===== src/hsvsa_pkg.sv =====
// Shared types, constants and hue decode helpers for the HSV to RGB add unit.
`timescale 1ns / 1ps
package hsvsa_pkg;

  typedef enum logic [2:0] {
    SECTOR_0 = 3'd0,
    SECTOR_1 = 3'd1,
    SECTOR_2 = 3'd2,
    SECTOR_3 = 3'd3,
    SECTOR_4 = 3'd4,
    SECTOR_5 = 3'd5,
    SECTOR_6 = 3'd6
  } sector_e;

  localparam logic [13:0] FULL_TERM   = 14'd10710;
  localparam logic [5:0]  FRAC_MAX    = 6'd42;
  localparam logic [7:0]  CHAN_MAX    = 8'd255;
  // floor(x / 42) == (x * 24967) >> 20 for every x up to 10710
  localparam logic [14:0] DIV42_RECIP = 15'd24967;
  localparam int          DIV42_SHIFT = 20;

  typedef struct packed {
    sector_e    sector;
    logic       gray;
    logic [7:0] v;
    logic [7:0] p;
    logic [7:0] q;
    logic [7:0] t;
  } terms_t;

  // Sector boundaries are where hue * 16 crosses multiples of 680.
  function automatic sector_e hue_sector(input logic [7:0] hue);
    sector_e sec;
    priority if (hue >= 8'd255) begin
      sec = SECTOR_6;
    end else if (hue >= 8'd213) begin
      sec = SECTOR_5;
    end else if (hue >= 8'd170) begin
      sec = SECTOR_4;
    end else if (hue >= 8'd128) begin
      sec = SECTOR_3;
    end else if (hue >= 8'd85) begin
      sec = SECTOR_2;
    end else if (hue >= 8'd43) begin
      sec = SECTOR_1;
    end else begin
      sec = SECTOR_0;
    end
    return sec;
  endfunction

  function automatic logic [5:0] hue_frac(input logic [7:0] hue, input sector_e sec);
    logic [11:0] h16;
    logic [11:0] base;
    logic [11:0] diff;
    h16 = {hue, 4'b0000};
    unique case (sec)
      SECTOR_1: base = 12'd680;
      SECTOR_2: base = 12'd1360;
      SECTOR_3: base = 12'd2040;
      SECTOR_4: base = 12'd2720;
      SECTOR_5: base = 12'd3400;
      SECTOR_6: base = 12'd4080;
      default:  base = 12'd0;
    endcase
    diff = h16 - base;
    return diff[9:4];
  endfunction

endpackage


===== src/hsv_to_rgb_saturating_add_unit.sv =====
// Top level: six-stage pipelined HSV to RGB conversion with saturating accumulate.
// Each accepted input beat is registered through stages 1 to 6 before its result reaches the output.
// Throughput: one beat per cycle; each stage holds when the next one is full and stalled,
//   and empty stages fill while the output waits.
// The divide by 42 is a reciprocal multiply in its own stage; each multiplier is registered.
// Reset clears the stage valid bits only; payload registers are not reset.
`timescale 1ns / 1ps
module hsv_to_rgb_saturating_add_unit (
  input  logic       clk_i,
  input  logic       rst_ni,
  input  logic       in_valid_i,
  output logic       in_stall_o,
  input  logic [9:0] pixel_index_i,
  input  logic [7:0] hue_i,
  input  logic [7:0] saturation_i,
  input  logic [7:0] brightness_i,
  input  logic [7:0] current_red_i,
  input  logic [7:0] current_green_i,
  input  logic [7:0] current_blue_i,
  output logic       out_valid_o,
  input  logic       out_stall_i,
  output logic [9:0] out_index_o,
  output logic [7:0] out_red_o,
  output logic [7:0] out_green_o,
  output logic [7:0] out_blue_o
);
  import hsvsa_pkg::*;

  typedef struct packed {
    logic [9:0] idx;
    logic [7:0] cr;
    logic [7:0] cg;
    logic [7:0] cb;
    logic [7:0] v;
  } pass_t;

  localparam int NUM_STAGES = 6;

  logic [NUM_STAGES:1] valid_q;
  logic [NUM_STAGES:1] ready;

  // Stage 1: hue decode
  pass_t      s1_pass_q;
  logic [7:0] s1_sat_q;
  sector_e    s1_sector_q;
  logic [5:0] s1_frac_q;
  logic       s1_gray_q;
  sector_e    s1_sector_d;

  // Stage 2: products with saturation
  pass_t       s2_pass_q;
  sector_e     s2_sector_q;
  logic        s2_gray_q;
  logic [7:0]  s2_p_q;
  logic [13:0] s2_mq_q;
  logic [13:0] s2_mt_q;
  logic [13:0] s2_mq_d;
  logic [13:0] s2_mt_d;
  logic [15:0] s2_pprod;
  logic [5:0]  s2_frac_inv;

  // Stage 3: numerators
  pass_t       s3_pass_q;
  sector_e     s3_sector_q;
  logic        s3_gray_q;
  logic [7:0]  s3_p_q;
  logic [13:0] s3_xq_q;
  logic [13:0] s3_xt_q;

  // Stage 4: divide by 42
  pass_t       s4_pass_q;
  sector_e     s4_sector_q;
  logic        s4_gray_q;
  logic [7:0]  s4_p_q;
  logic [7:0]  s4_dq_q;
  logic [7:0]  s4_dt_q;
  logic [28:0] s4_qprod;
  logic [28:0] s4_tprod;

  // Stage 5: scale by brightness
  pass_t       s5_pass_q;
  terms_t      s5_terms_q;
  logic [15:0] s5_qprod;
  logic [15:0] s5_tprod;

  // Stage 6: output
  logic [9:0] s6_idx_q;
  logic [7:0] s6_red_q;
  logic [7:0] s6_green_q;
  logic [7:0] s6_blue_q;
  logic [7:0] s6_red_d;
  logic [7:0] s6_green_d;
  logic [7:0] s6_blue_d;

  // Advance a stage when it is empty or its successor advances.
  always_comb begin
    ready[NUM_STAGES] = !valid_q[NUM_STAGES] || !out_stall_i;
    for (int k = NUM_STAGES - 1; k >= 1; k--) begin
      ready[k] = !valid_q[k] || ready[k + 1];
    end
  end

  assign in_stall_o = !ready[1];

  always_ff @(posedge clk_i or negedge rst_ni) begin
    if (!rst_ni) begin
      valid_q <= '0;
    end else begin
      if (ready[1]) valid_q[1] <= in_valid_i;
      for (int k = 2; k <= NUM_STAGES; k++) begin
        if (ready[k]) valid_q[k] <= valid_q[k - 1];
      end
    end
  end

  assign s1_sector_d = hue_sector(hue_i);

  always_ff @(posedge clk_i) begin
    if (ready[1]) begin
      s1_pass_q   <= '{idx: pixel_index_i, cr: current_red_i, cg: current_green_i,
                       cb: current_blue_i, v: brightness_i};
      s1_sat_q    <= saturation_i;
      s1_sector_q <= s1_sector_d;
      s1_frac_q   <= hue_frac(hue_i, s1_sector_d);
      s1_gray_q   <= (saturation_i == 8'd0);
    end
  end

  assign s2_frac_inv = FRAC_MAX - s1_frac_q;
  assign s2_mq_d     = {6'd0, s1_sat_q} * {8'd0, s1_frac_q};
  assign s2_mt_d     = {6'd0, s1_sat_q} * {8'd0, s2_frac_inv};
  assign s2_pprod    = {8'd0, s1_pass_q.v} * {8'd0, CHAN_MAX - s1_sat_q};

  always_ff @(posedge clk_i) begin
    if (ready[2]) begin
      s2_pass_q   <= s1_pass_q;
      s2_sector_q <= s1_sector_q;
      s2_gray_q   <= s1_gray_q;
      s2_p_q      <= s2_pprod[15:8];
      s2_mq_q     <= s2_mq_d;
      s2_mt_q     <= s2_mt_d;
    end
  end

  always_ff @(posedge clk_i) begin
    if (ready[3]) begin
      s3_pass_q   <= s2_pass_q;
      s3_sector_q <= s2_sector_q;
      s3_gray_q   <= s2_gray_q;
      s3_p_q      <= s2_p_q;
      s3_xq_q     <= FULL_TERM - s2_mq_q;
      s3_xt_q     <= FULL_TERM - s2_mt_q;
    end
  end

  assign s4_qprod = {15'd0, s3_xq_q} * {14'd0, DIV42_RECIP};
  assign s4_tprod = {15'd0, s3_xt_q} * {14'd0, DIV42_RECIP};

  always_ff @(posedge clk_i) begin
    if (ready[4]) begin
      s4_pass_q   <= s3_pass_q;
      s4_sector_q <= s3_sector_q;
      s4_gray_q   <= s3_gray_q;
      s4_p_q      <= s3_p_q;
      s4_dq_q     <= s4_qprod[DIV42_SHIFT +: 8];
      s4_dt_q     <= s4_tprod[DIV42_SHIFT +: 8];
    end
  end

  assign s5_qprod = {8'd0, s4_pass_q.v} * {8'd0, s4_dq_q};
  assign s5_tprod = {8'd0, s4_pass_q.v} * {8'd0, s4_dt_q};

  always_ff @(posedge clk_i) begin
    if (ready[5]) begin
      s5_pass_q  <= s4_pass_q;
      s5_terms_q <= '{sector: s4_sector_q, gray: s4_gray_q, v: s4_pass_q.v,
                      p: s4_p_q, q: s5_qprod[15:8], t: s5_tprod[15:8]};
    end
  end

  hsvsa_chan_sel u_chan_sel (
    .terms_i     (s5_terms_q),
    .cur_red_i   (s5_pass_q.cr),
    .cur_green_i (s5_pass_q.cg),
    .cur_blue_i  (s5_pass_q.cb),
    .red_o       (s6_red_d),
    .green_o     (s6_green_d),
    .blue_o      (s6_blue_d)
  );

  always_ff @(posedge clk_i) begin
    if (ready[6]) begin
      s6_idx_q   <= s5_pass_q.idx;
      s6_red_q   <= s6_red_d;
      s6_green_q <= s6_green_d;
      s6_blue_q  <= s6_blue_d;
    end
  end

  assign out_valid_o = valid_q[NUM_STAGES];
  assign out_index_o = s6_idx_q;
  assign out_red_o   = s6_red_q;
  assign out_green_o = s6_green_q;
  assign out_blue_o  = s6_blue_q;

endmodule


===== src/hsvsa_chan_sel.sv =====
// Channel routing by hue sector and saturating add onto the current pixel color.
`timescale 1ns / 1ps
module hsvsa_chan_sel (
  input  hsvsa_pkg::terms_t terms_i,
  input  logic [7:0]        cur_red_i,
  input  logic [7:0]        cur_green_i,
  input  logic [7:0]        cur_blue_i,
  output logic [7:0]        red_o,
  output logic [7:0]        green_o,
  output logic [7:0]        blue_o
);
  import hsvsa_pkg::*;

  logic [7:0] conv_r;
  logic [7:0] conv_g;
  logic [7:0] conv_b;

  function automatic logic [7:0] sat_add(input logic [7:0] a, input logic [7:0] b);
    logic [8:0] sum;
    sum = {1'b0, a} + {1'b0, b};
    return sum[8] ? CHAN_MAX : sum[7:0];
  endfunction

  always_comb begin
    if (terms_i.gray) begin
      conv_r = terms_i.v;
      conv_g = terms_i.v;
      conv_b = terms_i.v;
    end else begin
      unique case (terms_i.sector)
        SECTOR_1: begin
          conv_r = terms_i.q; conv_g = terms_i.v; conv_b = terms_i.p;
        end
        SECTOR_2: begin
          conv_r = terms_i.p; conv_g = terms_i.v; conv_b = terms_i.t;
        end
        SECTOR_3: begin
          conv_r = terms_i.p; conv_g = terms_i.q; conv_b = terms_i.v;
        end
        SECTOR_4: begin
          conv_r = terms_i.t; conv_g = terms_i.p; conv_b = terms_i.v;
        end
        SECTOR_5: begin
          conv_r = terms_i.v; conv_g = terms_i.p; conv_b = terms_i.q;
        end
        // first and top sector share one mapping
        default: begin
          conv_r = terms_i.v; conv_g = terms_i.t; conv_b = terms_i.p;
        end
      endcase
    end
  end

  assign red_o   = sat_add(cur_red_i, conv_r);
  assign green_o = sat_add(cur_green_i, conv_g);
  assign blue_o  = sat_add(cur_blue_i, conv_b);

endmodule

===== config.mk =====
export PLATFORM = sky130hd
export DESIGN_NAME = hsv_to_rgb_saturating_add_unit
export DESIGN_NICKNAME = d
export VERILOG_FILES = /design/src/hsvsa_pkg.sv /design/src/hsv_to_rgb_saturating_add_unit.sv /design/src/hsvsa_chan_sel.sv
export SDC_FILE = /design/constraint.sdc
export NUM_CORES = 1
export LEC_CHECK = 0
export BUFFER_PORTS_ARGS = -buffer_cell sky130_fd_sc_hd__buf_2
export CORE_UTILIZATION = 69
export DETAILED_ROUTE_END_ITERATION = 8
export PLACE_DENSITY_LB_ADDON = 0.2
export SYNTH_ARGS = -nofsm -noshare
export SYNTH_HDL_FRONTEND = slang
export SYNTH_SLANG_ARGS = --single-unit

===== constraint.sdc =====
create_clock -name clk_i -period 11.7 [get_ports clk_i]
set_clock_uncertainty 0.2 [all_clocks]
set_input_delay 2.925 -clock clk_i [delete_from_list [all_inputs] [get_ports clk_i]]
set_output_delay 2.925 -clock clk_i [all_outputs]
set_load 0.005 [all_outputs]

# Yosys cells after proc, flatten, opt, wreduce, memory -nomap -nowiden
# Cells that the tools add are included.
# classes
add_sub_neg,8
multipliers,7
n_lt_le_gt_ge,6
n_eq_ne,11
muxes,14
reduce_logical,19
# op_table
cell,count
8-bit one-hot mux with 3 select lines,3
10-bit one-hot mux with 6 select lines,1
14-bit by 15-bit multiplier with 28-bit output (second input constant),2
8-bit by 8-bit multiplier with 16-bit output,3
8-bit greater-or-equal comparator (second input constant),4
8-bit by 6-bit multiplier with 14-bit output,2
14-bit subtractor (first input constant),2
8-bit by 8-bit adder with 9-bit output,3
8-bit 2-to-1 mux,3
3-bit equality test (second input constant),5
3-bit by 2-bit equality test with 1-bit output (second input constant),4
10-bit 2-to-1 mux,1
10-bit subtractor,1
3-bit 2-to-1 mux,3
8-bit by 6-bit greater-or-equal comparator with 1-bit output (second input constant),1
8-bit by 7-bit greater-or-equal comparator with 1-bit output (second input constant),1
1-bit logical NOT,8
8-bit logical NOT,1
2-bit OR reduction,4
8-bit subtractor (first input constant),1
3-bit by 1-bit equality test with 1-bit output (second input constant),2
1-bit logical OR,6
6-bit subtractor (first input constant),1
2-bit 2-to-1 mux,2
1-bit 2-to-1 mux,1
# word_totals
register_bits,404
input_bits,62
output_inout_bits,36
word_cells,124

# Longest topological paths before layout
# logic_depth
ltp_word,11
ltp_mapped,18
depth_no_buf,18

# By module
# A second synthesis with hierarchy kept.
# hier_totals
hier_cells,2447
hier_area_um2,29465.8
# modules_own_cells
mod,instances,cells_per_inst,area_each_um2,seq_area_each_um2
hsv_to_rgb_saturating_add_unit,1,2164,27462.6,12041.5
hsvsa_chan_sel,1,283,2003.2,0.0

# Least setup slack after synthesis
# OpenSTA, ideal clock, no wires.
# synth_timing
kind,input to output
startpoint,input port out_stall_i
endpoint,output port in_stall_o
t_arrival_ns,5.054
required_time_ns,8.575
setup_slack_ns,3.521
cell_stages,4
path_buffers,0
path_cell_list,and3_1 and3_1 nand3_1 inv_1
# synth_via
elab_chain_len,8
# synth_lines
item,line_no,source
from (decl),hsv_to_rgb_saturating_add_unit.sv:21,"input logic out_stall_i,"
1-bit logical NOT,hsv_to_rgb_saturating_add_unit.sv:97,ready[NUM_STAGES] = !valid_q[NUM_STAGES] || !out_stall_i;
1-bit logical OR,hsv_to_rgb_saturating_add_unit.sv:97,
1-bit logical OR (5 in a row),hsv_to_rgb_saturating_add_unit.sv:99,ready[k] = !valid_q[k] || ready[k + 1];
1-bit logical NOT,hsv_to_rgb_saturating_add_unit.sv:103,assign in_stall_o = !ready[1];
to (decl),hsv_to_rgb_saturating_add_unit.sv:12,"output logic in_stall_o,"
# No other way between the ends.

# Worst setup path after layout
# Ends and elaborated chain as after synthesis.

==> impl_summary.md <==
Clock tree
The root buffer cell is clkbuf_16. The number of clock buffers inserted by TritonCTS is a little over 40. Counting along the longest clock path gives a buffer depth of 3. The clock latency on the worst-skew pair is 0.56 ns. The sink count of the clock tree is 402.

The number of buffers inserted by post-CTS setup repair is 0. After clock tree synthesis, the clock-pin slew on the worst setup and hold paths is roughly 0.06 ns. The post-cts hold buffer count is 0.

Post-CTS repair changed the size of 0 cells. TritonCTS built the clock tree. In this run the number of H-tree levels came out at 2.

Yosys
The number of flops mapped to enable cells by yosys is 396. In the synthesized netlist the async set-or-reset flop fraction comes to 1.49%. After synthesis, the mean cell area works out to 12.1 um2.

In the synthesized netlist the dominant register cell turns out to be edfxtp_1. The area of the mapped netlist is 29200 um2. The number of register bits inferred by synthesis is 402. Summing the sequential cell areas from Yosys gives 41.3% of the chip area.

The number of distinct library cell variants in the gate-level netlist after synthesis is 68. The Yosys step of the flow raised 0 warnings. The net count after synthesis is 3106. Counting every instance in the synthesized netlist gives 2410.

Global routing
The global-route usage over all layers is between 20% and 30%. The number of antenna violations at the first check in global routing was 0. Entering global routing, the biggest net connects just over 80 pins. The first global-routing pass estimated 96400 um of wire. The total overflow left after global routing is 0. The via count of the first global-routing pass is 19195.

Worst setup path
The worst setup path is launched from an input pin. Among all stages on the critical path, the largest delay is contributed by and3_1. The required time of the worst setup path is ~8.6 ns. The maximum cell stage delay along the critical path is 0.36 ns. Together, buffers and inverters on the worst path number 3. The signal on the critical path passes through buf_2 > and3_1 > and3_1 > nand3_2 > inv_1 > buf_2.

Data on the critical path arrives at its endpoint at 3.98 ns. The path type of the worst setup path is in -> out. Grouping stages by cell kind, the critical path spends the most delay in simple AND/OR/NAND/NOR gates. The worst-path maximum fanout is 4. The sort of element at the end of the critical path is a primary output.

Floorplan
In this run the horizontal extent of the chip is a little over 200 um. In this run the count of I/O pins placed on the die edge is 98. The floorplan step set the die height to around 210 um. The die covers 43100 um2.

The effective utilization at floorplan is between 70% and 80%. The total area inside the core boundary comes to slightly above 40000 um2. The total number of placement rows is 74.

Placement
Input and output buffers added on the ports amount to 97. The detailed placement HPWL is 42800 um. The congestion estimate from routability-driven global placement came to 0.903. The number of cells after detailed placement is 3012.

Final layout
The footprint of the multi-input gates is 15600 um2. The final core area utilization is 76.4%. The filler cell count in the final layout is 2498. After the last flow step, the layout net total stands at 3219. Across the whole layout, storage elements account for 12000 um2. The layout overhead on the synthesized area is 8.16%. The share of layout cells above drive strength 1 is 7.29%. The library cells used most frequently in the layout, excluding fill and tap cells, are 396 x edfxtp_1, 391 x ha_1, 373 x inv_1. Excluding fillers, the count of instances in the completed layout stands at 3085. The count of antenna diodes in the layout is 0. The library cell used most frequently in the layout, excluding fill and tap cells, is edfxtp_1.

Drt
The number of remaining DRC errors is 0. The count of nets left with antenna violations once routing finished came out at 0. After detailed routing, the average wire length per cell comes to 19.0 um. The vias per cell is 5.87. The total detailed-routing wirelength is 58700 um. The initial detailed-routing violation count is 1481.

For this run, the detailed router's first-pass iteration total came to 6. The via total after detailed routing is 18112.

Timing
The number of max-slew violations in the final report was 0. The final critical path takes up 60.7% of the cycle. The shortest period the worst path allows is 7.11 ns. Static timing analysis puts the maximum clock frequency at between 0.1 and 0.15 GHz. For the pin with the worst max-slew slack, the measured transition is 1.09 ns. Setup repair after global routing left no endpoint under its margin.

For the final routed database, the setup TNS stands at 0 ns. The worst hold margin is 0.213 ns. The number of setup violations in the final report is 0.

The worst slew slack as a fraction of its limit is 27.6%. The hold violation count in the final report is 0.

Worst hold path
The type of the worst min-delay path is reg -> reg.

Run status
The run finished with clean final reports.

Flow run
Across the run, the number of max-cap violations was 0.
[routing by layer]
metal / vias to the layer above / share of wire (%) / track usage [%]
met1: 8897 / 42 / 37.6
met3: 145 / 5.4 / 3.03
met5: - / 0 / 0
li1: 8417 / - / -
met4: 0 / 2.9 / 8.68
met2: 653 / 50 / 48.9
[logic make-up after synthesis]
family,share of synthesized area [%]
and+or+nand+nor,9.66
buffers and inverters,5.32
xor gates and xnor gates,3.24
DFF,41.3
adders and majority gates,33.4
muxes,0.352
AOI/OAI and AO/OA,6.71
[registers in the layout (all words and copies together), names as in the netlist, 6 cells and up]
signal	count
out_blue_o	8
out_green_o	8
out_index_o	10
out_red_o	8
s1_frac_q	6
s1_pass_q	42
s1_sat_q	8
s2_mq_q	14
s2_mt_q	13
s2_p_q	8
s2_pass_q	42
s3_p_q	8
s3_pass_q	42
s3_xq_q	14
s3_xt_q	13
s4_dq_q	8
s4_dt_q	8
s4_p_q	8
s4_pass_q	42
s5_pass_q	34
s5_terms_q	36
valid_q	6
[final cells by class]
cell class                      count  area share [%]
Clock inverter                     23           0.622
Timing Repair Buffer              108            1.80
Sequential cell                   402            38.2
Inverter                          375            4.46
Clock buffer                       50            3.43
Multi-Input combinational cell   1595            49.4
Tap cell                          532            2.11
[metrics by stage]
step                      instance area, um2  setup slack [ns]
after floorplan                        29200              3.52
after global placement                 30300              4.71
after detailed placement               30300              4.66
after CTS                              31600              4.61
after global routing                   31600              4.56
final                                  31600              4.59
[Yosys cell counts (all sizes together), types with 3 or more instances]
cell type / count / area (um2)
edfxtp: 396 / 11900
ha: 391 / 4890
inv: 375 / 1410
fa: 243 / 4860
nand2: 158 / 593
a21oi: 119 / 596
and2: 109 / 682
nor2: 72 / 270
nor2b: 72 / 450
xnor2: 69 / 604
nand2b: 56 / 350
o21ai: 45 / 225
xor2: 39 / 342
clkbuf: 34 / 128
a21o: 29 / 218
nand3: 25 / 125
o21bai: 17 / 128
o211ai: 12 / 95.1
o21a: 12 / 90.1
o31ai: 12 / 90.1
and3: 10 / 62.6
nor3: 10 / 55.1
a221oi: 8 / 87.6
a31oi: 8 / 50.1
mux2i: 8 / 80.1
a211oi: 6 / 45.0
dfrtp: 6 / 150
a2111oi: 5 / 43.8
nand4: 5 / 31.3
or4: 5 / 37.5
a41oi: 4 / 42.6
buf: 4 / 17.5
nand4b: 4 / 35.0
or2: 4 / 25.0
a211o: 3 / 26.3
o2111ai: 3 / 26.3
o41ai: 3 / 41.3
or3: 3 / 23.8
[worst reg2reg max path, cell delays in order (launching register included)]
cell and delay (ns):
edfxtp_1 0.50, fa_1 0.49, ha_1 0.28, inv_1 0.05, fa_1 0.49, inv_1 0.05, fa_1 0.50, inv_1 0.05
fa_1 0.49, inv_1 0.05, fa_1 0.45, ha_1 0.35, nand2_1 0.08, o21ai_0 0.27, o32ai_1 0.16, o31ai_1 0.47
a31oi_1 0.17, a211oi_1 0.29, xnor2_1 0.10
[final timing paths]
kind                               start             to  slack [ns]  cells past startpoint
setup / recovery             out_stall_i     in_stall_o        4.59                      6
hold / removal             s3_pass_q[39]  s4_pass_q[39]        0.21                      0
setup reg to reg             s3_xq_q[12]     s4_dq_q[4]        5.94                     18
hold reg to reg            s3_pass_q[39]  s4_pass_q[39]        0.21                      0
max in group asynchronous         rst_ni     valid_q[3]        9.14                      1
min in group asynchronous         rst_ni     valid_q[2]        2.00                      1
Power is not shown: default switching activity piles up to over one toggle a cycle in this logic, so the estimate is an artifact.
